**config.mk**
```make
export PLATFORM = sky130hd
export DESIGN_NAME = pfru_page_ram
export DESIGN_NICKNAME = d
export VERILOG_FILES = /design/src/rtl/pfru_pkg.sv /design/src/rtl/pfru_page_ram.sv
export SDC_FILE = /design/constraint.sdc
export NUM_CORES = 2
export LEC_CHECK = 0
export BUFFER_PORTS_ARGS = -buffer_cell sky130_fd_sc_hd__clkbuf_2
export CAP_MARGIN = 40
export CELL_PAD_IN_SITES_DETAIL_PLACEMENT = 1
export CELL_PAD_IN_SITES_GLOBAL_PLACEMENT = 2
export CORE_UTILIZATION = 30
export DETAILED_ROUTE_END_ITERATION = 8
export PLACE_DENSITY_LB_ADDON = 0.1
export RECOVER_POWER = 25
export SYNTH_ARGS = -nofsm -noshare
export SYNTH_HDL_FRONTEND = slang
export SYNTH_SLANG_ARGS = --single-unit
export TNS_END_PERCENT = 5
```
**constraint.sdc**
```tcl
create_clock -name clk_i -period 5.5 [get_ports clk_i]
set_clock_uncertainty 0.2 [all_clocks]
set_input_delay 0.55 -clock clk_i [delete_from_list [all_inputs] [get_ports clk_i]]
set_output_delay 0.55 -clock clk_i [all_outputs]
set_load 0.005 [all_outputs]
```
**src/rtl/pfru_pkg.sv**
```systemverilog
// ----------------------------------------------------------------------------
// pfru_pkg: shared types and constants of the page frame replacement unit
// Sizes, event and status codes, the page map port bundle and the LFSR step.
// ----------------------------------------------------------------------------
package pfru_pkg;

  localparam int FRAME_SLOTS = 16;
  localparam int MAX_PROCS   = 8;
  localparam int MAX_PAGES   = 64;
  localparam int AGE_BITS    = 16;

  localparam int FRAME_W = $clog2(FRAME_SLOTS);
  localparam int PROC_W  = $clog2(MAX_PROCS);
  localparam int PAGE_W  = $clog2(MAX_PAGES);
  localparam int MAP_W   = $clog2(FRAME_SLOTS + 1);
  localparam int ADDR_W  = PROC_W + PAGE_W;
  localparam int FCNT_W  = 5;
  localparam int SIZE_W  = 7;
  localparam int CNT_W   = 7;
  localparam int LFSR_W  = 16;
  localparam int STEP_W  = $clog2(LFSR_W);
  localparam int PAGE_MAP_DEPTH = MAX_PROCS * MAX_PAGES;

  localparam logic [LFSR_W-1:0]   SEED_DEFAULT = 16'hACE1;
  localparam logic [LFSR_W-1:0]   LFSR_MASK    = 16'hB400;
  localparam logic [AGE_BITS-1:0] AGE_MAX      = {AGE_BITS{1'b1}};

  localparam logic [1:0] FUNC_START  = 2'd0;
  localparam logic [1:0] FUNC_REF    = 2'd1;
  localparam logic [1:0] FUNC_TERM   = 2'd2;
  localparam logic [1:0] FUNC_UNUSED = 2'd3;

  localparam logic [1:0] POL_RANDOM     = 2'd0;
  localparam logic [1:0] POL_LRU        = 2'd1;
  localparam logic [1:0] POL_FIFO       = 2'd2;
  localparam logic [1:0] POL_RANDOM_ALT = 2'd3;

  localparam logic [1:0] CFG_POLICY = 2'd0;
  localparam logic [1:0] CFG_FRAMES = 2'd1;
  localparam logic [1:0] CFG_SEED   = 2'd2;
  localparam logic [1:0] CFG_UNUSED = 2'd3;

  localparam logic [2:0] ST_IGNORED   = 3'd0;
  localparam logic [2:0] ST_HIT       = 3'd1;
  localparam logic [2:0] ST_FREE      = 3'd2;
  localparam logic [2:0] ST_EVICT     = 3'd3;
  localparam logic [2:0] ST_PROC_DONE = 3'd4;

  typedef enum logic [3:0] {
    S_IDLE, S_CLR, S_REF_CHK, S_FREE_SCAN, S_LRU_SCAN, S_RAND_WAIT,
    S_VICT, S_UNMAP, S_LOAD, S_TERM, S_FIFO_CMP, S_DONE
  } pfru_state_e;

  typedef struct packed {
    logic              we;
    logic [ADDR_W-1:0] waddr;
    logic [MAP_W-1:0]  wdata;
    logic [ADDR_W-1:0] raddr;
  } pfru_ram_req_t;

  typedef struct packed {
    logic [FRAME_W-1:0] frame;
    logic [PROC_W-1:0]  pid;
  } pfru_fifo_ent_t;

  function automatic logic [LFSR_W-1:0] lfsr_step(input logic [LFSR_W-1:0] v);
    logic [LFSR_W-1:0] n;
    n = v >> 1;
    if (v[0]) n = n ^ LFSR_MASK;
    if (n == '0) n = SEED_DEFAULT;
    return n;
  endfunction

endpackage

```
**src/rtl/pfru_page_ram.sv**
```systemverilog
// ----------------------------------------------------------------------------
// pfru_page_ram: page map storage
// One entry per process and page, holding the frame number plus one.
// ----------------------------------------------------------------------------
module pfru_page_ram import pfru_pkg::*; (
  input  logic             clk_i,
  input  pfru_ram_req_t    req_i,
  output logic [MAP_W-1:0] rd_data_o
);

  logic [MAP_W-1:0] mem_q [PAGE_MAP_DEPTH];
  logic [MAP_W-1:0] rd_data_q;

  // A read at the address being written returns the old contents.
  always_ff @(posedge clk_i) begin
    if (req_i.we) mem_q[req_i.waddr] <= req_i.wdata;
    rd_data_q <= mem_q[req_i.raddr];
  end

  assign rd_data_o = rd_data_q;

endmodule

```
# Word level (Yosys, flattened, before mapping)
# Memories as Yosys holds them, arrays and structs flattened. A register that Yosys moved wholly into a read port is not among the register bits.
# Index checks and enable logic that the tools add are counted.
# totals
ff_bits	0
ramBits	2560
inputBits	25
out_inout_bits	5
elab_cells	3
n_memories	1
# op_classes
muxes	2
# mem_list
name	depth	width	rd	rd_clocked_by_memory_dff	wr	line	rtl
mem_q	512	5	1	1	1	pfru_page_ram.sv:11	logic [MAP_W-1:0] mem_q [PAGE_MAP_DEPTH];
# op_table
cell	count
2-to-1 mux 1 bit	2

# Longest topological paths before layout
# depth
ltp_word	2
mapped_depth	14
depth_no_buf	7

# Worst setup path before layout
# Ideal clock, no wire load.
# synth_timing
kind	input -> register
from	in req_i[0] in the netlist's numbering
to	reg rd_data_q[4], in the netlist rd_data_o[4] (read register of mem_q)
setup_time_ns	0.122
arrival_time_ns	2.531
required_time_ns	5.178
slack_ns	2.646
stages	10
path_buffers	5
cell_sequence	buf_6 -> buf_12 -> buf_12 -> buf_12 -> buf_2 -> mux4_2 -> a211oi_1 -> nor4_1 -> o221ai_1 -> nor4b_2
# synth_rtl
item	line	rtl
start, declared	pfru_page_ram.sv:7	input pfru_ram_req_t req_i,
end, declared	pfru_page_ram.sv:12	logic [MAP_W-1:0] rd_data_q;

# Worst setup path after layout
# layout_timing
from	in req_i[12] in the netlist's numbering
to	mem mem_q[111][3] in the netlist's numbering, data pin
# layout_rtl
item	line
end, declared	pfru_page_ram.sv:11
# Straight into the memory's write port.

==> impl_metrics.toml <==
[outcome]
outcome = "finished with violations"
failed_checks = "max-capacitance violations, max-slew violations"

[synthesis]
synth.cell_area_um2 = 101000
seq_area_frac_synth = 0.759
synth_area_leader_cell = "edfxtp_1"
synth_top_family_by_area = "multiplexers"
yosys_register_bits = 2565
synth_top_area_frac = 0.758
synth-compound-area-share = 0.0415
synth-xor-area-share = 0
synthCells = 5295
synth_flop_cell = "edfxtp_1"
avgSynthCellArea_um2 = 19.1
ys_async_sr_fraction = 0
yosys-top-cells-area = "edfxtp_1 76%, mux4_2 8.9%, mux2i_1 4.8%, nor2_1 2.1%, o221ai_1 1.8%"
yosys_warnings = 0
synthTopCellsByCount = "2,560 x edfxtp_1, 578 x nor2_1, 485 x mux2i_1, 401 x mux4_2, 211 x o221ai_1"
synth_cell_types = 56
synth_edf_count = 2560
yosys.area_share.adder = 0
yosys.area_share.simple = 0.0373
muxShareOfSynthArea = 0.141
syn-num-nets = 5320
synth.most_common_cell = "edfxtp_1"

[timing]
setup_ws_ns = 1.18
clock.fmax_mhz = 232
rsz0062_at_grt = "no"
finalHoldViolations = 0
setup_viol = 0
min_period_over_period = 0.785
relSlewSlack = -1.66
worstMarginPinSlew_ns = 3.98
maxSlewViolCount = 810
tns_ns = 0
period_minus_slack_ns = 4.32

[route]
avgViaCountPerCell = 5.07
drt_pass1_iterations = 5
wl_um = 326000
post_drt_wl_per_cell_um = 31.8
drc = 0
vias = 51800
drtIter0Drc = 4049
drtAntennaViolNets = 0

[floorplanning]
io_pins = 30
num_rows = 213
dieHeight_um = 583
die_area_um2 = 340000
start_util = 0.301
core_um2 = 336000
die_x_um = 583

[critical_path]
start_kind = "primary input"
crit_type = "primary input to flip-flop"
crit_fanout = 61
arrival_ns = 4.74
end_kind = "flip-flop"
cp.required_ns = 5.92

[placement]
dp_hpwl_um = 205000
place.gp.congestion = 0.768
portBuffers = 29
dpl_worst_slack_ns = 0.755

[clocking]
cts_post_setup_buffers_inserted = 0
cts_tree = "yes"
cts_root_buf = "clkbuf_16"
cts_resized = 0
htreeDepth = 5
hold_buffers = 5
cts_sinks = 2565
cts_buffer_depth = 4
clk_pin_slew_ns = 0.06
insertion_delay_ns = 0.90
numCtsBuffers = 301

[global_route]
grt_pass1_vias = 55000
grt_max_degree = 142
grt_overflow_total = 0
grt_use_total = 0.190
antenna_found_initial = 18
grt_pass1_wl_um = 455000

[power]
power.leakage_nw = 36.5
ir_drop_mv = 0.233
power.density_nw_per_um2 = 365

[layout]
drive_above_1_share = 0.184
fin_nets = 5513
flow.area_growth_from_synthesis_pct = 15.2

[run]
drv_cap = 9

[worst_hold_path]
hp-class = "primary input to flip-flop"
-- state kept, by name, summed over array words and instances, names as in the netlist --
name and count:
mem_q 2560, rd_data_o 5
-- routing by layer --
metal / global-route usage / vias up / share of wire
met3: 0.0185 / 382 / 0.031
met4: 0.0421 / 4 / 0.021
li1: - / 22200 / -
met1: 0.268 / 28300 / 0.46
met2: 0.315 / 937 / 0.49
met5: 0 / - / 0.000086
-- metrics by stage --
| step | instance area, µm² | power, W | hold WS, ns | std cells | utilization |
|---|---|---|---|---|---|
| floorplan | 101000 | 0.0230 | 0.449 | 5295 | - |
| global placement | 107000 | 0.0242 | 0.846 | 9668 | 0.319 |
| detailed placement | 108000 | 0.0242 | 0.850 | 9695 | 0.320 |
| CTS | 117000 | 0.0433 | 0.326 | 10200 | 0.348 |
| global route | 117000 | 0.0440 | 0.391 | 10200 | 0.347 |
| finish | 117000 | 0.0427 | 0.410 | 10200 | 0.347 |
-- layout make-up --
cell class,count,area [µm²]
Clock buffer,376,7970
Tap cell,4515,5650
Timing Repair Buffer,238,2550
Sequential cell,2565,77000
Inverter,3,21.3
Multi-Input combinational cell,2379,22500
Antenna cell,2,5.00
Fill cell,33300,220000
Clock inverter,148,1140
-- power by group --
part	internal [W]	switching, W	total (W)
registers	0.0215	0.0000308	0.0216
logic	0.000663	0.00146	0.00213
clock network	0.0109	0.00810	0.0190
total	0.0331	0.00960	0.0427
-- layout by cell type (no fill, tap or decap), types with 15 or more instances in the layout --
cell,synthesis,routed
mux4_2,401,401
nor2_1,578,577
buf_4,34,129
nand3_1,36,32
buf_12,10,43
clkinv_1,2,66
nor3_1,55,55
clkbuf_1,192,74
a21oi_1,123,123
clkbuf_2,0,26
o221ai_1,211,211
clkbuf_16,0,308
nand2_1,124,111
nand4_1,16,16
a222oi_1,15,15
clkinv_2,0,45
mux4_1,16,16
o21ai_0,43,43
edfxtp_1,2560,2560
o22ai_1,112,112
mux2i_1,485,485
a22oi_1,16,16
-- worst paths after layout --
kind                 start             to  slack (ns)  cells after the start
max reg2reg  mem_q[373][2]   rd_data_o[2]        2.34                      7
max              req_i[12]  mem_q[111][3]        1.18                      3
min              req_i[17]  mem_q[210][0]        0.41                      5
min reg2reg  mem_q[377][3]   rd_data_o[3]        1.06                      6
-- logic make-up (layout without fill, tap and decap cells) --
kind of cell / after synthesis / count (layout)
and+or+nand+nor: 890 / 890
AOI/OAI and AO/OA: 586 / 586
other: 0 / 2
buffers and inverters: 351 / 765
muxes: 903 / 903
DFF: 2565 / 2565
-- critical path: stages --
cell and delay, ns:
dlygate4sd3_1 0.52, clkbuf_1 2.70, buf_4 0.78
No activity file was read; power rests on OpenSTA's default activity.
