### src/rtl/pfru_pkg.sv
// ----------------------------------------------------------------------------
// pfru_pkg: shared types and constants of the page frame replacement unit
// Sizes, event and status codes, the page map port bundle and the LFSR step.
// ----------------------------------------------------------------------------
package pfru_pkg;

  localparam int FRAME_SLOTS = 16;
  localparam int MAX_PROCS   = 8;
  localparam int MAX_PAGES   = 64;
  localparam int AGE_BITS    = 16;

  localparam int FRAME_W = $clog2(FRAME_SLOTS);
  localparam int PROC_W  = $clog2(MAX_PROCS);
  localparam int PAGE_W  = $clog2(MAX_PAGES);
  localparam int MAP_W   = $clog2(FRAME_SLOTS + 1);
  localparam int ADDR_W  = PROC_W + PAGE_W;
  localparam int FCNT_W  = 5;
  localparam int SIZE_W  = 7;
  localparam int CNT_W   = 7;
  localparam int LFSR_W  = 16;
  localparam int STEP_W  = $clog2(LFSR_W);
  localparam int PAGE_MAP_DEPTH = MAX_PROCS * MAX_PAGES;

  localparam logic [LFSR_W-1:0]   SEED_DEFAULT = 16'hACE1;
  localparam logic [LFSR_W-1:0]   LFSR_MASK    = 16'hB400;
  localparam logic [AGE_BITS-1:0] AGE_MAX      = {AGE_BITS{1'b1}};

  localparam logic [1:0] FUNC_START  = 2'd0;
  localparam logic [1:0] FUNC_REF    = 2'd1;
  localparam logic [1:0] FUNC_TERM   = 2'd2;
  localparam logic [1:0] FUNC_UNUSED = 2'd3;

  localparam logic [1:0] POL_RANDOM     = 2'd0;
  localparam logic [1:0] POL_LRU        = 2'd1;
  localparam logic [1:0] POL_FIFO       = 2'd2;
  localparam logic [1:0] POL_RANDOM_ALT = 2'd3;

  localparam logic [1:0] CFG_POLICY = 2'd0;
  localparam logic [1:0] CFG_FRAMES = 2'd1;
  localparam logic [1:0] CFG_SEED   = 2'd2;
  localparam logic [1:0] CFG_UNUSED = 2'd3;

  localparam logic [2:0] ST_IGNORED   = 3'd0;
  localparam logic [2:0] ST_HIT       = 3'd1;
  localparam logic [2:0] ST_FREE      = 3'd2;
  localparam logic [2:0] ST_EVICT     = 3'd3;
  localparam logic [2:0] ST_PROC_DONE = 3'd4;

  typedef enum logic [3:0] {
    S_IDLE, S_CLR, S_REF_CHK, S_FREE_SCAN, S_LRU_SCAN, S_RAND_WAIT,
    S_VICT, S_UNMAP, S_LOAD, S_TERM, S_FIFO_CMP, S_DONE
  } pfru_state_e;

  typedef struct packed {
    logic              we;
    logic [ADDR_W-1:0] waddr;
    logic [MAP_W-1:0]  wdata;
    logic [ADDR_W-1:0] raddr;
  } pfru_ram_req_t;

  typedef struct packed {
    logic [FRAME_W-1:0] frame;
    logic [PROC_W-1:0]  pid;
  } pfru_fifo_ent_t;

  function automatic logic [LFSR_W-1:0] lfsr_step(input logic [LFSR_W-1:0] v);
    logic [LFSR_W-1:0] n;
    n = v >> 1;
    if (v[0]) n = n ^ LFSR_MASK;
    if (n == '0) n = SEED_DEFAULT;
    return n;
  endfunction

endpackage

### src/rtl/pfru_mod_unit.sv
// ----------------------------------------------------------------------------
// pfru_mod_unit: serial remainder unit
// Restoring division, one dividend bit per cycle, remainder only.
// ----------------------------------------------------------------------------
module pfru_mod_unit import pfru_pkg::*; (
  input  logic              clk_i,
  input  logic              rst_ni,
  input  logic              start_i,
  input  logic [LFSR_W-1:0] dividend_i,
  input  logic [FCNT_W-1:0] divisor_i,
  output logic              done_o,
  output logic [FCNT_W-1:0] rem_o
);

  logic              active_q, active_d;
  logic              done_q, done_d;
  logic [STEP_W-1:0] step_q, step_d;
  logic [LFSR_W-1:0] num_q, num_d;
  logic [FCNT_W-1:0] rem_q, rem_d;
  logic [FCNT_W-1:0] div_q, div_d;
  logic [FCNT_W:0]   trial;

  always_comb begin
    trial = {rem_q, num_q[LFSR_W-1]};
    if (trial >= {1'b0, div_q}) trial = trial - {1'b0, div_q};
  end

  always_comb begin
    active_d = active_q;
    done_d   = 1'b0;
    step_d   = step_q;
    num_d    = num_q;
    rem_d    = rem_q;
    div_d    = div_q;
    if (start_i) begin
      active_d = 1'b1;
      step_d   = '0;
      num_d    = dividend_i;
      rem_d    = '0;
      div_d    = divisor_i;
    end else if (active_q) begin
      num_d  = num_q << 1;
      rem_d  = trial[FCNT_W-1:0];
      step_d = step_q + 1'b1;
      if (step_q == STEP_W'(LFSR_W - 1)) begin
        active_d = 1'b0;
        done_d   = 1'b1;
      end
    end
  end

  always_ff @(posedge clk_i or negedge rst_ni) begin
    if (!rst_ni) begin
      active_q <= 1'b0;
      done_q   <= 1'b0;
      step_q   <= '0;
    end else begin
      active_q <= active_d;
      done_q   <= done_d;
      step_q   <= step_d;
    end
  end

  always_ff @(posedge clk_i) begin
    num_q <= num_d;
    rem_q <= rem_d;
    div_q <= div_d;
  end

  assign done_o = done_q;
  assign rem_o  = rem_q;

endmodule

### config.mk
export PLATFORM = sky130hd
export DESIGN_NAME = pfru_mod_unit
export DESIGN_NICKNAME = d
export VERILOG_FILES = /design/src/rtl/pfru_pkg.sv /design/src/rtl/pfru_mod_unit.sv
export SDC_FILE = /design/constraint.sdc
export NUM_CORES = 1
export LEC_CHECK = 0
export BUFFER_PORTS_ARGS = -buffer_cell sky130_fd_sc_hd__clkbuf_2
export CORE_MARGIN = 2
export CORE_UTILIZATION = 53
export DETAILED_ROUTE_END_ITERATION = 6
export PLACE_DENSITY = 0.77
export SLEW_MARGIN = 20
export SYNTH_ARGS = -nofsm -noshare
export SYNTH_HDL_FRONTEND = slang
export SYNTH_SLANG_ARGS = --single-unit
### constraint.sdc
create_clock -name clk_i -period 2.8 [get_ports clk_i]
set_input_delay 0.56 -clock clk_i [delete_from_list [all_inputs] [get_ports clk_i]]
set_output_delay 0.56 -clock clk_i [all_outputs]
set_load 0.03 [all_outputs]
Word-level counts from Yosys, hierarchy flattened
Index checks and enable logic that the tools add are counted.
{ "op_classes": {"order_cmp": 1, "eq_ne": 1, "addsub": 2, "reduce_logical": 1, "mux": 11} }
{ "op_table": {"columns": ["operator", "count"], "rows": [
  ["16-bit two-way mux", 2],
  ["4-bit two-way mux", 2],
  ["6-bit by 5-bit greater-or-equal comparator with 1-bit output", 1],
  ["1-bit two-way mux", 6],
  ["5-bit two-way mux", 1],
  ["5-bit subtractor", 1],
  ["4-bit by 1-bit adder with 4-bit output (second input constant)", 1],
  ["4-bit equality test (second input constant)", 1],
  ["2-bit nonzero test", 1]
]} }
{ "word_totals": {"elab_cells": 22, "reg_bits": 32, "output_inout_bits": 6} }

Logic depth before layout (Yosys ltp)
{ "depth": {"word_depth": 4, "mapped_depth": 8, "ltp_nobuf": 8} }

Worst setup path before layout
No wires, ideal clock.
{ "synth_path": {"path_type": "register to register", "startpoint": "reg num_q[15]", "endpoint": "reg rem_q[1], in the netlist rem_o[1]", "arrival_time_ns": 1.897, "stages_incl_launch_ff": 9, "setup_ns": 0.134, "synth_period_minus_slack_ns": 2.030, "setup_slack_ns": 0.770, "path_cell_list": "edfxtp_1 inv_1 ha_1 inv_1 fa_1 a21o_1 a221oi_4 mux2i_1 a211oi_2"} }
{ "synth_between": {"elab_chain_cells": 2, "word_cells_on_any_way": 3, "cone_classes": "add/sub (1); order compare (1); mux (1)"} }
{ "synth_rtl": {"columns": ["element", "line", "text"], "rows": [
  ["start: declaration", "pfru_mod_unit.sv:18", "logic [LFSR_W-1:0] num_q, num_d;"],
  ["start signal: assignment", "pfru_mod_unit.sv:65", "num_q <= num_d;"],
  ["5-bit subtractor or 6-bit by 5-bit greater-or-equal comparator with 1-bit output (tied branches)", "pfru_mod_unit.sv:25", "if (trial >= {1'b0, div_q}) trial = trial - {1'b0, div_q};"],
  ["5-bit two-way mux (*)", "pfru_mod_unit.sv:25", null],
  ["end signal: assignment", "pfru_mod_unit.sv:66", "rem_q <= rem_d;"],
  ["end: declaration", "pfru_mod_unit.sv:19", "logic [FCNT_W-1:0] rem_q, rem_d;"]
]} }
Every way passes the cells marked *; elsewhere a longest branch is shown, timed or not.
A chain may end at the register's enable or synchronous reset.

Final worst setup path
Same ends and word-level chain as after synthesis.

==> flow_summary.json <==
{
  "use_met2_pct": 25.94,
  "antenna_found_initial": 0,
  "drv_cap": 0,
  "dieArea_um2": 3249,
  "end_kind": "flop",
  "mostFrequentLayoutCells": "29 x clkbuf_2, 21 x edfxtp_1, 15 x mux2_2, 7 x inv_1",
  "use_met3_pct": 9.070,
  "startpoint_type": "flop",
  "firstDrtPassIters": 4,
  "hold_buffers": 0,
  "drt_iter0_markers": 31,
  "hold_violations": 0,
  "ys_warn_count": 0,
  "vias_per_cell": 5.279,
  "rows": 19,
  "synth_nets": 138,
  "ant_nets": 0,
  "swShare_pct": 31.00,
  "synth_seq_cells": 32,
  "peakVddDrop_v": 0.0005657,
  "finalPower_uw": 1183,
  "synthCells": 107,
  "drc_errors": 0,
  "syn-cell-area_um2": 1489,
  "rsz0062_at_grt": "no",
  "status": "completed",
  "tightest_slew_ps": 606.3,
  "clock_latency_ps": 320,
  "grt_usage_pct": 16.57,
  "grt_use_met1_pct": 19.05,
  "hp-class": "primary input to async pin",
  "grt_start_max_net_pins": 17,
  "area_growth_pct": 14.96,
  "wire_per_inst_um": 13.41,
  "finalCriticalPeriod_ps": 2211,
  "max_freq_mhz": 452.4,
  "p_clk_share_pct": 19.9,
  "setup_viol": 0,
  "crit_required_ps": 3000,
  "slew_viol_final": 0,
  "vias": 908,
  "htree_num_levels": 2,
  "holdWs_ps": 48.76,
  "gp_congestion": 0.8133,
  "start_util_pct": 54.94,
  "cts-root-buf": "clkbuf_4",
  "arrival_ps": 2410,
  "p_seq_share_pct": 50.8,
  "reg2reg_from": "num_q[15]$_DFFE_PP_",
  "clock-sinks": 32,
  "nets": 171,
  "drive_gt1_share_pct": 38.30,
  "ys_seq_area_share_pct": 59.16,
  "final.setup_skew_ps": 8.523,
  "power.switching_uw": 366.7,
  "cts_tree": "yes",
  "clkTransAtPathRegs_ps": 90,
  "p_leak_uw": 0.0007618,
  "path_class": "flop to flop",
  "syn-mean-instance-area_um2": 13.92,
  "grt.overflow.total": 0,
  "combPwrFrac_pct": 29.3,
  "synthDistinctLibCells": 30,
  "diodes": 0,
  "finalCritPeriodShare_pct": 78.95,
  "cts_setup_buffers": 0,
  "die-width_um": 57,
  "grt_pass1_vias": 914,
  "critPathMaxFanout": 7,
  "p_int_uw": 816.2,
  "portBuffers": 29,
  "io_pins": 30,
  "timing.slew.headroom_pct": 59.53,
  "cts-resized-gates": 0,
  "die_h_um": 57,
  "layout_commonest_cell": "clkbuf_2",
  "power_density_nw_per_um2": 691.1,
  "grt-busiest-layer": "met2",
  "drt_wl_total_mm": 2.307,
  "cts.path.max_buffers": 2,
  "cts_buffers": 5,
  "crit_start": "num_q[15]$_DFFE_PP_",
  "tns_ps": 0,
  "hpwl_mm": 1.664,
  "grt_pass1_wl_mm": 3.912,
  "core_um2": 2710
}
## power groups by stage
stage                     Clock [µW]  Combinational [µW]  Sequential [µW]
final                            235                 346              601
after global routing             273                 380              610
after detailed placement           0                 347              612
after global placement             0                 340              611
after floorplan                    0                 228              648
after CTS                        250                 348              602
## synthesized netlist by cell type
cell type / number / share of area [%]
and2_1: 1 / 0.42
a221oi_4: 1 / 1.8
or2_2: 1 / 0.42
edfxtp_1: 21 / 42
and3_4: 1 / 0.76
clkbuf_1: 2 / 0.50
a211oi_2: 1 / 0.84
xor2_1: 4 / 2.4
a22o_1: 1 / 0.59
nor2b_1: 2 / 0.84
dfrtp_1: 6 / 10
inv_1: 7 / 1.8
o211ai_1: 1 / 0.50
mux2i_1: 3 / 2.0
nand2_1: 4 / 1.0
mux2_2: 15 / 11
dfxtp_1: 5 / 6.7
buf_2: 2 / 0.67
a32oi_1: 2 / 1.2
ha_1: 6 / 5.0
nand3_1: 2 / 0.67
fa_1: 1 / 1.3
a21o_1: 3 / 1.5
o21ai_0: 3 / 1.0
nand4_1: 1 / 0.42
xnor2_1: 2 / 1.2
a31oi_1: 1 / 0.42
a21oi_1: 1 / 0.34
nor2_1: 6 / 1.5
nand2b_1: 1 / 0.42
## metrics by stage
stage | setup slack, ps | utilization, % | std cells | cell area (µm²)
after detailed placement | 620.9 | 61.36 | 164 | 1663
final | 589.4 | 63.16 | 172 | 1712
after floorplan | 769.6 | - | 107 | 1489
after global placement | 674.9 | 61.36 | 164 | 1663
after global routing | 475.6 | 63.16 | 172 | 1712
after CTS | 597.2 | 63.16 | 172 | 1712
## final timing paths
kind	endpoint	slack (ps)	depth (start not counted)
max reg2reg	rem_o[1]$_SDFFE_PP0P_	590	8
max in group asynchronous	step_q[1]$_DFFE_PN0P_	2600	1
min	step_q[0]$_DFFE_PN0P_	50	1
min reg2reg	rem_o[4]$_SDFFE_PP0P_	540	2
max	rem_o[1]$_SDFFE_PP0P_	590	8
min in group clk_i	div_q[3]$_DFFE_PP_	410	1
## cell type report
type,count,area (µm²)
Tap cell,31,38.79
Clock inverter,2,7.507
Multi-Input combinational cell,64,564.3
Clock buffer,6,41.29
Timing Repair Buffer,30,152.6
Fill cell,242,998.5
Inverter,7,26.28
Sequential cell,32,880.8
## sequential cells by signal, summed over array words and instances (netlist names)
| register | flops |
|---|---|
| rem_o | 5 |
| done_o | 1 |
| active_q | 1 |
| div_q | 5 |
| num_q | 16 |
| step_q | 4 |
## per-layer routing
layer	share of wire [%]	routed length [µm]	up-vias
met5	0	0	-
met2	51	1181	23
met4	1.6	36	0
li1	-	-	456
met1	42	970	425
met3	5.2	119	4
## critical path: stages (launching register included)
cell and delay [ps]:
edfxtp_1 360, inv_1 80, ha_1 160, inv_1 50, fa_1 410, a21o_1 210
a221oi_4 450, mux2i_1 270, a211oi_2 90
## cell families (layout without fill, tap and decap cells)
family | Yosys count | count (layout) | synth area share [%]
buffers and inverters | 11 | 45 | 2.942
AO/OA/AOI/OAI | 14 | 14 | 8.152
flip-flops | 32 | 32 | 59.16
XOR/XNOR | 6 | 6 | 3.529
multiplexers | 18 | 18 | 13.36
AND/OR/NAND/NOR | 19 | 19 | 6.471
adder cells (fa/ha/maj) | 7 | 7 | 6.386
Power figures use the tool's default switching activity.
